**config.mk**
```make
export PLATFORM = sky130hd
export DESIGN_NAME = c_subset_tokenizer_unit
export DESIGN_NICKNAME = d
export VERILOG_FILES = /design/src/hw/rtl/cst_pkg.sv /design/src/hw/rtl/cst_scan.sv /design/src/hw/rtl/c_subset_tokenizer_unit.sv
export VERILOG_INCLUDE_DIRS = /design/src /design/src/hw/rtl
export SDC_FILE = /design/constraint.sdc
export NUM_CORES = 1
export LEC_CHECK = 0
export BUFFER_PORTS_ARGS = -buffer_cell sky130_fd_sc_hd__buf_2
export CORE_AREA = 2 2 214 216
export DETAILED_ROUTE_END_ITERATION = 8
export DIE_AREA = 0 0 216 218
export PLACE_DENSITY = 0.6
export SLEW_MARGIN = 0
export SYNTH_ARGS = -nofsm -noshare
export SYNTH_HDL_FRONTEND = slang
export SYNTH_SLANG_ARGS = --single-unit
```
**constraint.sdc**
```tcl
create_clock -name clk -period 16.3 [get_ports clk]
set_clock_uncertainty 0.15 [all_clocks]
set_input_delay 3.26 -clock clk [delete_from_list [all_inputs] [get_ports clk]]
set_output_delay 3.26 -clock clk [all_outputs]
set_load 0.05 [all_outputs]
```
**src/hw/rtl/assert_macros.svh**
```systemverilog
// Assertion macros used by the tokenizer RTL.
// Depends on nothing; included by files that carry assertions.
`ifndef ASSERT_MACROS_SVH
`define ASSERT_MACROS_SVH
// Implication checked on every rising clock edge outside reset.
`define ASSERT_IMP(label, clk, rst_n, ante, cons) \
  label: assert property (@(posedge clk) disable iff (!rst_n) (ante) |-> (cons)) \
    else $error("assertion failed");
// Next-cycle implication checked outside reset.
`define ASSERT_NXT(label, clk, rst_n, ante, cons) \
  label: assert property (@(posedge clk) disable iff (!rst_n) (ante) |=> (cons)) \
    else $error("assertion failed");
`endif

```
**src/hw/rtl/cst_pkg.sv**
```systemverilog
// Package for the C subset tokenizer: payload structs, scan modes, token codes.
// Depends on nothing; imported by cst_scan and c_subset_tokenizer_unit.
package cst_pkg;

  localparam int KeywordChars = 8;
  localparam int LineBits = 24;
  localparam logic [15:0] LenMax = 16'hFFFF;

  localparam logic [5:0] KindIdent = 6'd16;
  localparam logic [5:0] KindConst = 6'd17;
  localparam logic [5:0] KindEnd = 6'd18;
  localparam logic [5:0] KindPunct = 6'd19;

  localparam logic [1:0] ErrNone = 2'd0;
  localparam logic [1:0] ErrUnknown = 2'd1;
  localparam logic [1:0] ErrLetterDigit = 2'd2;

  typedef enum logic [3:0] {
    M_START, M_IDENT, M_NUMBER, M_SLASH, M_LINECMT,
    M_BLOCKCMT, M_BLOCKSTAR, M_OP, M_ERROR
  } scan_mode_t;

  typedef struct packed {
    logic [7:0] byte_value;
    logic       end_of_input;
  } in_item_t;

  typedef struct packed {
    logic [5:0]  token_kind;
    logic [1:0]  error_code;
    logic [31:0] start_offset;
    logic [15:0] token_length;
    logic [23:0] line_number;
    logic        run_last;
  } out_item_t;

  // Punctuator code from its index in the punctuator list.
  function automatic logic [5:0] punct(input logic [5:0] idx);
    return KindPunct + idx;
  endfunction

  // Keyword code for a window of up to eight characters, or identifier.
  function automatic logic [5:0] kw_lookup(input logic [8*KeywordChars-1:0] w,
                                           input logic [15:0] len);
    logic [63:0] s;
    logic [5:0] k;
    s = w[63:0];
    k = KindIdent;
    // Window holds first character in the low byte.
    case (len)
      16'd2: begin
        if (s[15:0] == {"f","i"}) k = 6'd3;
        if (s[15:0] == {"o","d"}) k = 6'd10;
      end
      16'd3: begin
        if (s[23:0] == {"t","n","i"}) k = 6'd0;
        if (s[23:0] == {"r","o","f"}) k = 6'd8;
      end
      16'd4: begin
        if (s[31:0] == {"d","i","o","v"}) k = 6'd2;
        if (s[31:0] == {"e","s","l","e"}) k = 6'd4;
        if (s[31:0] == {"o","t","o","g"}) k = 6'd5;
        if (s[31:0] == {"e","s","a","c"}) k = 6'd12;
      end
      16'd5: begin
        if (s[39:0] == {"k","a","e","r","b"}) k = 6'd6;
        if (s[39:0] == {"e","l","i","h","w"}) k = 6'd9;
      end
      16'd6: begin
        if (s[47:0] == {"n","r","u","t","e","r"}) k = 6'd1;
        if (s[47:0] == {"h","c","t","i","w","s"}) k = 6'd11;
        if (s[47:0] == {"n","r","e","t","x","e"}) k = 6'd14;
        if (s[47:0] == {"c","i","t","a","t","s"}) k = 6'd15;
      end
      16'd7: begin
        if (s[55:0] == {"t","l","u","a","f","e","d"}) k = 6'd13;
      end
      16'd8: begin
        if (s == {"e","u","n","i","t","n","o","c"}) k = 6'd7;
      end
      default: k = KindIdent;
    endcase
    return k;
  endfunction

endpackage

```
**src/hw/rtl/cst_scan.sv**
```systemverilog
// Combinational scan step of the tokenizer: next state and up to two tokens.
// Depends on cst_pkg.
module cst_scan import cst_pkg::*; (
  input  in_item_t    item,
  input  scan_mode_t  mode,
  input  logic [7:0]  pend_op,
  input  logic [1:0]  op_stage,
  input  logic [63:0] kw_win,
  input  logic [15:0] run_len,
  input  logic [31:0] run_start,
  input  logic [31:0] byte_off,
  input  logic [23:0] line_cnt,
  output scan_mode_t  mode_nxt,
  output logic [7:0]  pend_op_nxt,
  output logic [1:0]  op_stage_nxt,
  output logic [63:0] kw_win_nxt,
  output logic [15:0] run_len_nxt,
  output logic [31:0] run_start_nxt,
  output logic [31:0] byte_off_nxt,
  output logic [23:0] line_cnt_nxt,
  output logic [1:0]  tok_cnt,
  output out_item_t   tok0,
  output out_item_t   tok1
);

  logic [7:0] c;
  logic is_dig, is_alp, line_up, fresh_go;
  logic [15:0] len_inc;
  logic [5:0] pair_code, single_code;
  out_item_t t0, t1;
  logic [1:0] n;

  assign c = item.byte_value;
  assign is_dig = (c >= "0") && (c <= "9");
  assign is_alp = ((c >= "a") && (c <= "z")) || ((c >= "A") && (c <= "Z"));
  assign len_inc = (run_len == LenMax) ? run_len : run_len + 16'd1;

  // Single and paired operator codes for the pending operator.
  always_comb begin
    case (pend_op)
      "+": single_code = punct(6'd5);
      "-": single_code = punct(6'd8);
      "*": single_code = punct(6'd11);
      "%": single_code = punct(6'd13);
      "&": single_code = punct(6'd18);
      "|": single_code = punct(6'd21);
      "^": single_code = punct(6'd24);
      "!": single_code = punct(6'd26);
      "<": single_code = punct(6'd28);
      ">": single_code = punct(6'd32);
      default: single_code = punct(6'd36);
    endcase
    pair_code = 6'd0;
    if (c == "=") begin
      case (pend_op)
        "+": pair_code = punct(6'd7);
        "-": pair_code = punct(6'd10);
        "*": pair_code = punct(6'd12);
        "%": pair_code = punct(6'd14);
        "&": pair_code = punct(6'd20);
        "|": pair_code = punct(6'd23);
        "^": pair_code = punct(6'd25);
        "!": pair_code = punct(6'd27);
        "<": pair_code = punct(6'd31);
        ">": pair_code = punct(6'd35);
        "=": pair_code = punct(6'd37);
        default: pair_code = 6'd0;
      endcase
    end else if (c == pend_op) begin
      case (pend_op)
        "+": pair_code = punct(6'd6);
        "-": pair_code = punct(6'd9);
        "&": pair_code = punct(6'd19);
        "|": pair_code = punct(6'd22);
        default: pair_code = 6'd0;
      endcase
    end
  end

  // Main step: first token from the pending run, second from a fresh start or the end marker.
  always_comb begin
    logic [5:0] k0, k1;
    logic [1:0] e0, e1;
    logic [31:0] s0, s1;
    logic [15:0] l0, l1;
    logic [23:0] ln;
    logic e_tok0, e_tok1;
    mode_nxt = mode;
    pend_op_nxt = pend_op;
    op_stage_nxt = op_stage;
    kw_win_nxt = kw_win;
    run_len_nxt = run_len;
    run_start_nxt = run_start;
    byte_off_nxt = byte_off + 32'd1;
    line_up = 1'b0;
    fresh_go = 1'b0;
    e_tok0 = 1'b0; e_tok1 = 1'b0;
    k0 = '0; e0 = ErrNone; s0 = run_start; l0 = run_len;
    k1 = '0; e1 = ErrNone; s1 = byte_off; l1 = 16'd1;
    if (item.end_of_input) begin
      case (mode)
        M_IDENT: begin
          e_tok0 = 1'b1;
          k0 = (run_len <= 16'(KeywordChars)) ? kw_lookup(kw_win, run_len) : KindIdent;
        end
        M_NUMBER: begin e_tok0 = 1'b1; k0 = KindConst; end
        M_SLASH: begin e_tok0 = 1'b1; k0 = punct(6'd15); l0 = 16'd1; end
        M_OP: begin
          e_tok0 = 1'b1;
          if (op_stage == 2'd2) begin
            k0 = (pend_op == "<") ? punct(6'd29) : punct(6'd33); l0 = 16'd2;
          end else begin
            k0 = single_code; l0 = 16'd1;
          end
        end
        default: ;
      endcase
      e_tok1 = 1'b1; k1 = KindEnd; s1 = byte_off; l1 = 16'd0;
      mode_nxt = M_START; pend_op_nxt = '0; op_stage_nxt = '0; kw_win_nxt = '0;
      run_len_nxt = '0; run_start_nxt = '0; byte_off_nxt = '0;
    end else begin
      case (mode)
        M_IDENT: begin
          if (is_alp || is_dig || c == "_") begin
            if (run_len < 16'(KeywordChars)) kw_win_nxt[run_len[2:0]*8 +: 8] = c;
            run_len_nxt = len_inc;
          end else begin
            e_tok0 = 1'b1;
            k0 = (run_len <= 16'(KeywordChars)) ? kw_lookup(kw_win, run_len) : KindIdent;
            fresh_go = 1'b1;
          end
        end
        M_NUMBER: begin
          if (is_dig) run_len_nxt = len_inc;
          else if (is_alp) begin
            run_len_nxt = len_inc;
            e_tok0 = 1'b1; k0 = 6'd0; e0 = ErrLetterDigit; l0 = len_inc;
            mode_nxt = M_ERROR;
          end else begin
            e_tok0 = 1'b1; k0 = KindConst; fresh_go = 1'b1;
          end
        end
        M_SLASH: begin
          if (c == "/") mode_nxt = M_LINECMT;
          else if (c == "*") mode_nxt = M_BLOCKCMT;
          else if (c == "=") begin
            e_tok0 = 1'b1; k0 = punct(6'd16); l0 = 16'd2; mode_nxt = M_START;
          end else begin
            e_tok0 = 1'b1; k0 = punct(6'd15); l0 = 16'd1; fresh_go = 1'b1;
          end
        end
        M_LINECMT: if (c == 8'h0A) begin line_up = 1'b1; mode_nxt = M_START; end
        M_BLOCKCMT: begin
          if (c == "*") mode_nxt = M_BLOCKSTAR;
          else if (c == 8'h0A) line_up = 1'b1;
        end
        M_BLOCKSTAR: begin
          if (c == "/") mode_nxt = M_START;
          else if (c != "*") begin
            line_up = (c == 8'h0A);
            mode_nxt = M_BLOCKCMT;
          end
        end
        M_OP: begin
          if (op_stage == 2'd2) begin
            if (c == "=") begin
              e_tok0 = 1'b1; l0 = 16'd3; mode_nxt = M_START;
              k0 = (pend_op == "<") ? punct(6'd30) : punct(6'd34);
            end else begin
              e_tok0 = 1'b1; l0 = 16'd2; fresh_go = 1'b1;
              k0 = (pend_op == "<") ? punct(6'd29) : punct(6'd33);
            end
          end else if ((pend_op == "<" || pend_op == ">") && c == pend_op) begin
            op_stage_nxt = 2'd2;
          end else if (pair_code != 6'd0) begin
            e_tok0 = 1'b1; k0 = pair_code; l0 = 16'd2; mode_nxt = M_START;
          end else begin
            e_tok0 = 1'b1; k0 = single_code; l0 = 16'd1; fresh_go = 1'b1;
          end
        end
        M_ERROR: ;
        default: fresh_go = 1'b1;
      endcase
      // Start a new token from this byte.
      if (fresh_go) begin
        mode_nxt = M_START;
        case (c)
          " ", 8'h09, 8'h0D: ;
          8'h0A: line_up = 1'b1;
          "/": begin mode_nxt = M_SLASH; run_start_nxt = byte_off; end
          "(": begin e_tok1 = 1'b1; k1 = punct(6'd0); end
          ")": begin e_tok1 = 1'b1; k1 = punct(6'd1); end
          "{": begin e_tok1 = 1'b1; k1 = punct(6'd2); end
          "}": begin e_tok1 = 1'b1; k1 = punct(6'd3); end
          ";": begin e_tok1 = 1'b1; k1 = punct(6'd4); end
          "~": begin e_tok1 = 1'b1; k1 = punct(6'd17); end
          "?": begin e_tok1 = 1'b1; k1 = punct(6'd38); end
          ":": begin e_tok1 = 1'b1; k1 = punct(6'd39); end
          ",": begin e_tok1 = 1'b1; k1 = punct(6'd40); end
          "+", "-", "*", "%", "&", "|", "^", "!", "<", ">", "=": begin
            mode_nxt = M_OP; pend_op_nxt = c; op_stage_nxt = 2'd1;
            run_start_nxt = byte_off;
          end
          default: begin
            if (is_dig) begin
              mode_nxt = M_NUMBER; run_start_nxt = byte_off; run_len_nxt = 16'd1;
            end else if (is_alp || c == "_") begin
              mode_nxt = M_IDENT; run_start_nxt = byte_off; run_len_nxt = 16'd1;
              kw_win_nxt = {56'd0, c};
            end else begin
              e_tok1 = 1'b1; k1 = 6'd0; e1 = ErrUnknown; mode_nxt = M_ERROR;
            end
          end
        endcase
      end
    end
    // Line count saturates; the second token carries the updated count, the first the old one.
    ln = (line_up && line_cnt != {LineBits{1'b1}}) ? line_cnt + 24'd1 : line_cnt;
    line_cnt_nxt = item.end_of_input ? '0 : ln;
    t0 = '{token_kind: k0, error_code: e0, start_offset: s0, token_length: l0,
           line_number: line_cnt, run_last: 1'b0};
    t1 = '{token_kind: k1, error_code: e1, start_offset: s1, token_length: l1,
           line_number: ln, run_last: 1'b1};
    // Pack present tokens to the front.
    n = {1'b0, e_tok0} + {1'b0, e_tok1};
    tok_cnt = n;
    if (e_tok0) begin
      tok0 = t0;
      tok0.run_last = !e_tok1;
      tok1 = t1;
    end else begin
      tok0 = t1;
      tok1 = t1;
    end
  end

endmodule

```
**src/hw/rtl/c_subset_tokenizer_unit.sv**
```systemverilog
// C subset tokenizer: one source byte in per request, tokens out.
// Channel in_ carries a source byte or an end marker; out_ carries tokens.
// Latency: the first token caused by a request is offered the cycle after acceptance.
// Throughput: one request per cycle while each request yields at most one
// token and the receiver takes every token; a request that yields two
// tokens holds the second in a skid slot, and input waits until that slot
// is empty again. Each token carries kind, error code, start offset, length,
// line number and run_last marking the final token of its request.
// Reset (rst_n low, synchronous) returns the scanner to the start mode at
// offset 0, line 0, and drops any queued tokens.
// A stalled receiver holds out_item stable; input stops while the skid slot
// is full or the output register holds a token that is not being taken.
// End of input flushes any pending token, emits the end token, and starts
// a new source at offset 0.
`include "assert_macros.svh"
module c_subset_tokenizer_unit import cst_pkg::*; (
  input  logic      clk,
  input  logic      rst_n,
  input  logic      in_valid,
  output logic      in_ready,
  input  in_item_t  in_item,
  output logic      out_valid,
  input  logic      out_ready,
  output out_item_t out_item
);

  scan_mode_t  mode_r, mode_nxt;
  logic [7:0]  pend_op_r, pend_op_nxt;
  logic [1:0]  op_stage_r, op_stage_nxt;
  logic [63:0] kw_win_r, kw_win_nxt;
  logic [15:0] run_len_r, run_len_nxt;
  logic [31:0] run_start_r, run_start_nxt;
  logic [31:0] byte_off_r, byte_off_nxt;
  logic [23:0] line_cnt_r, line_cnt_nxt;
  logic [1:0]  tok_cnt;
  out_item_t   tok0, tok1;
  out_item_t   out_r, skid_r;
  logic        out_vld_r, skid_vld_r;
  logic        acc, pop;

  cst_scan u_scan (
    .item(in_item), .mode(mode_r), .pend_op(pend_op_r), .op_stage(op_stage_r),
    .kw_win(kw_win_r), .run_len(run_len_r), .run_start(run_start_r),
    .byte_off(byte_off_r), .line_cnt(line_cnt_r),
    .mode_nxt(mode_nxt), .pend_op_nxt(pend_op_nxt), .op_stage_nxt(op_stage_nxt),
    .kw_win_nxt(kw_win_nxt), .run_len_nxt(run_len_nxt),
    .run_start_nxt(run_start_nxt), .byte_off_nxt(byte_off_nxt),
    .line_cnt_nxt(line_cnt_nxt), .tok_cnt(tok_cnt), .tok0(tok0), .tok1(tok1)
  );

  // Accept when the skid slot is empty and the output slot is empty or frees this cycle.
  assign pop = out_vld_r && out_ready;
  assign in_ready = !skid_vld_r && (!out_vld_r || out_ready);
  assign acc = in_valid && in_ready;
  assign out_valid = out_vld_r;
  assign out_item = out_r;

  // Advance scanner state.
  always_ff @(posedge clk) begin
    if (!rst_n) begin
      mode_r <= M_START;
      pend_op_r <= '0;
      op_stage_r <= '0;
      kw_win_r <= '0;
      run_len_r <= '0;
      run_start_r <= '0;
      byte_off_r <= '0;
      line_cnt_r <= '0;
    end else if (acc) begin
      mode_r <= mode_nxt;
      pend_op_r <= pend_op_nxt;
      op_stage_r <= op_stage_nxt;
      kw_win_r <= kw_win_nxt;
      run_len_r <= run_len_nxt;
      run_start_r <= run_start_nxt;
      byte_off_r <= byte_off_nxt;
      line_cnt_r <= line_cnt_nxt;
    end
  end

  // Load output and skid slots.
  always_ff @(posedge clk) begin
    if (!rst_n) begin
      out_vld_r <= 1'b0;
      skid_vld_r <= 1'b0;
    end else if (acc) begin
      out_vld_r <= (tok_cnt != 2'd0);
      skid_vld_r <= (tok_cnt == 2'd2);
      out_r <= tok0;
      skid_r <= tok1;
    end else if (pop) begin
      out_vld_r <= skid_vld_r;
      skid_vld_r <= 1'b0;
      out_r <= skid_r;
    end
  end

  `ASSERT_IMP(a_skid_needs_out, clk, rst_n, skid_vld_r, out_vld_r)
  `ASSERT_IMP(a_no_acc_with_skid, clk, rst_n, skid_vld_r, !in_ready)
  `ASSERT_NXT(a_end_resets_offset, clk, rst_n, acc && in_item.end_of_input,
              byte_off_r == 32'd0 && mode_r == M_START)

endmodule
```
==> flow_summary_export.csv <==
group,metric,value,unit
place,dp_slack,8.911,ns
pwr,p_per_area,109.8,nW/um2
cts,post_cts_resized,0,
floorplan,rows,78,
place,gp_congestion,0.9431,
detailed_routing,first_pass_iters,5,
pwr,seqPwrFrac,42.7,%
flow_run,max_cap_viol_count,0,
floorplan,core_region_area,44890,um2
grt,grt_pass1_vias,14324,
cts,post_cts_buffers,0,
floorplan,dieWidth,216,um
synthesis,synth.yosys.warnings,0,
critical_path,critPathMaxFanout,3,
grt,busiest_layer,"met2",
timing,setup_ws,8.912,ns
synthesis,synth_cells,1933,
cts,cts_sinks,329,
timing,fin_crit,7.388,ns
detailed_routing,post_drt_via_cell_ratio,5.998,
pwr,clockPowerShare,38.4,%
timing,finalSetupViolations,0,
grt,grt.met2_usage,35.42,%
grt,grt_max_degree,73,
detailed_routing,drtIter0Drc,1266,
critical_path,cp.required,12.89,ns
grt,gr-total-overflow,0,
critical_path,end_kind,"primary output",
cts,cts_tree,"done",
detailed_routing,routed-via-count,15493,
synthesis,synth-edff-count,145,
detailed_routing,ant_nets,0,
cts,clkTransAtPathRegs,0.06,ns
cts,numCtsBuffers,37,
critical_path,crit_arrival,3.98,ns
place,hpwl,37.22,mm
detailed_routing,routedWlPerCell,20.93,um
synthesis,ys_ff_latch,329,
timing,rsz0062_at_grt,"false",
timing,slew_viol_final,0,
detailed_routing,remaining_drc_errors,0,
pwr,power_frac_comb,18.9,%
timing,fin_tns_setup,0,ns
synthesis,synth_nets,1953,
cts,cts_root_buf,"clkbuf_16",
pwr,ir_worst_vdd,0.05938,mV
floorplan,die_y,218,um
floorplan,start_util,39.39,%
cts,htree_levels,2,
pwr,p_sw,691.3,uW
finish,area_growth_syn_to_layout,11.80,%
grt,grtUsageMet1,31.29,%
pwr,swShare,31.84,%
synthesis,syn_avg_cell_area,9.148,um2
synthesis,synth-async-reset-ratio,0,%
synthesis,synth_cell_types,101,
pwr,power.leakage,0.006658,uW
timing,slew-limit-headroom,13.28,%
cts,cts_hold_buffers,0,
timing,worst_pin_slew,1.289,ns
worst_hold_path,hold_path.class,"flop to flop",
grt,met3_usage,3.626,%
synthesis,ys.flop_type,"dfxtp_1",
critical_path,worst_setup_path_start_kind,"input pin",
timing,hold_viol_final,0,
floorplan,dieArea,47090,um2
timing,max_clock_freq,135.4,MHz
finish,finalNetCount,1974,
pwr,internal-power,1480,uW
synthesis,synth_area,17680,um2
timing,timing.final.crit_share,45.33,%
place,portBuffers,95,
status,status,"complete, no violations",
grt,grtUsageTotal,22.42,%
detailed_routing,finalWirelength,54.06,mm
floorplan,io_pins,96,
cts,clockBufferDepth,3,
finish,drive_above_1_share,12.36,%
synthesis,synth_seq_area_share,45.45,%
cts,clock_latency,0.56,ns
critical_path,worstSetupPathType,"input pin to primary output",
grt,grt_antenna_before_repair,1,
grt,grt_pass1_wl,83.86,mm
## sequential cells by signal (all words and copies together) (netlist names), 2 cells and up
register and count:
byte_off_r 32, op_stage_r 2, pend_op_r 8, mode_r 4
line_cnt_r 24, run_len_r 16, kw_win_r 64, out_item 81
skid_r 64, run_start_r 32
## power groups by stage
stage	logic (uW)	clock network [uW]	registers [uW]
finish	411	833	927
CTS	410	850	928
global route	438	883	931
detailed placement	409	0	945
floorplan	218	0	1020
global placement	407	0	945
## routing by layer
metal / share of wire [%] / up-vias
li1: - / 7301
met1: 44 / 7422
met2: 45 / 665
met3: 7.6 / 105
met4: 2.7 / 0
met5: 0 / -
## cell usage after synthesis, types with 31 or more instances
cell	count	area, um2
a31oi_1	72	450.4
xor2_1	48	420.4
a22o_1	68	595.6
nor3_1	58	290.3
o21ai_0	92	460.4
a21oi_1	65	325.3
clkbuf_1	89	334.1
nor2_1	172	645.6
dfxtp_1	184	3684
edfxtp_1	145	4354
and3_1	31	193.9
nand2_1	239	897.1
xnor2_1	35	306.5
nand3_1	83	415.4
## final timing paths
check,start,end,slack (ns),cells past startpoint
worst min-delay path,kw_win_r[63]$_SDFFE_PN0P_,kw_win_r[63]$_SDFFE_PN0P_,0.28,2
worst max register to register,mode_r[1]$_SDFFE_PN0P_,out_item[25]$_DFFE_PP_,11.77,9
worst max-delay path,out_ready,in_ready,8.91,4
worst min register to register,kw_win_r[63]$_SDFFE_PN0P_,kw_win_r[63]$_SDFFE_PN0P_,0.28,2
## cell families (layout without fill, tap and decap cells)
| logic type | Yosys count | count (layout) | synth area share, % |
|---|---|---|---|
| adders and majority gates | 7 | 7 | 0.4953 |
| and+or+nand+nor | 817 | 817 | 24.28 |
| buffers and inverters | 161 | 210 | 3.920 |
| muxes | 6 | 6 | 0.3538 |
| AOI/OAI and AO/OA | 530 | 530 | 21.39 |
| other | 0 | 1 | 0 |
| DFF | 329 | 329 | 45.45 |
| xor gates and xnor gates | 83 | 83 | 4.111 |
## cells in the final DEF, fill, tap and decap left out, types with 8 or more instances in the layout
| cell | instances |
|---|---|
| buf_4 | 21 |
| o22ai_1 | 9 |
| nand2_1 | 238 |
| xnor2_1 | 35 |
| nor3_2 | 11 |
| edfxtp_1 | 145 |
| nor3b_1 | 11 |
| and2_1 | 12 |
| or3_1 | 18 |
| o211ai_1 | 9 |
| inv_1 | 23 |
| or4_1 | 12 |
| a32o_1 | 8 |
| clkbuf_1 | 8 |
| o2bb2ai_1 | 30 |
| and4_1 | 11 |
| nand3_1 | 83 |
| nor2_1 | 170 |
| a21o_1 | 8 |
| nand2b_1 | 17 |
| nor2b_1 | 20 |
| buf_2 | 95 |
| and3_1 | 31 |
| a22o_1 | 68 |
| o21ai_0 | 91 |
| o21ai_1 | 29 |
| nand3b_1 | 8 |
| a211oi_1 | 11 |
| o31ai_1 | 19 |
| o21ai_4 | 9 |
| nand4_1 | 28 |
| nor3_1 | 58 |
| nor4_1 | 19 |
| and4b_1 | 8 |
| xor2_1 | 48 |
| clkinv_1 | 8 |
| dfxtp_1 | 184 |
| clkbuf_16 | 41 |
| a21oi_1 | 65 |
| a31oi_1 | 71 |
## metrics by stage
step | utilization, % | instances | hold WS [ns] | power [uW] | instance area (um2)
floorplan | - | 1933 | 0.2590 | 1239 | 17680
global placement | 41.32 | 2515 | 0.2660 | 1352 | 18550
detailed placement | 41.32 | 2515 | 0.2688 | 1354 | 18550
CTS | 44.03 | 2582 | 0.2773 | 2188 | 19770
global route | 44.04 | 2583 | 0.2934 | 2252 | 19770
finish | 44.04 | 2583 | 0.2774 | 2171 | 19770
## area by class of cell
cell class / instances / area [um2]
Fill cell: 4444 / 25120
Multi-Input combinational cell: 1443 / 9025
Sequential cell: 329 / 8038
Clock buffer: 55 / 1139
Tap cell: 600 / 750.7
Timing Repair Buffer: 116 / 633.1
Inverter: 27 / 101.3
Clock inverter: 12 / 80.08
Antenna cell: 1 / 2.502
## critical path: stages
cell     delay [ns]
buf_2          0.10
inv_1          0.08
a21oi_1        0.23
buf_2          0.30
No activity file was read; power rests on OpenSTA's default activity.
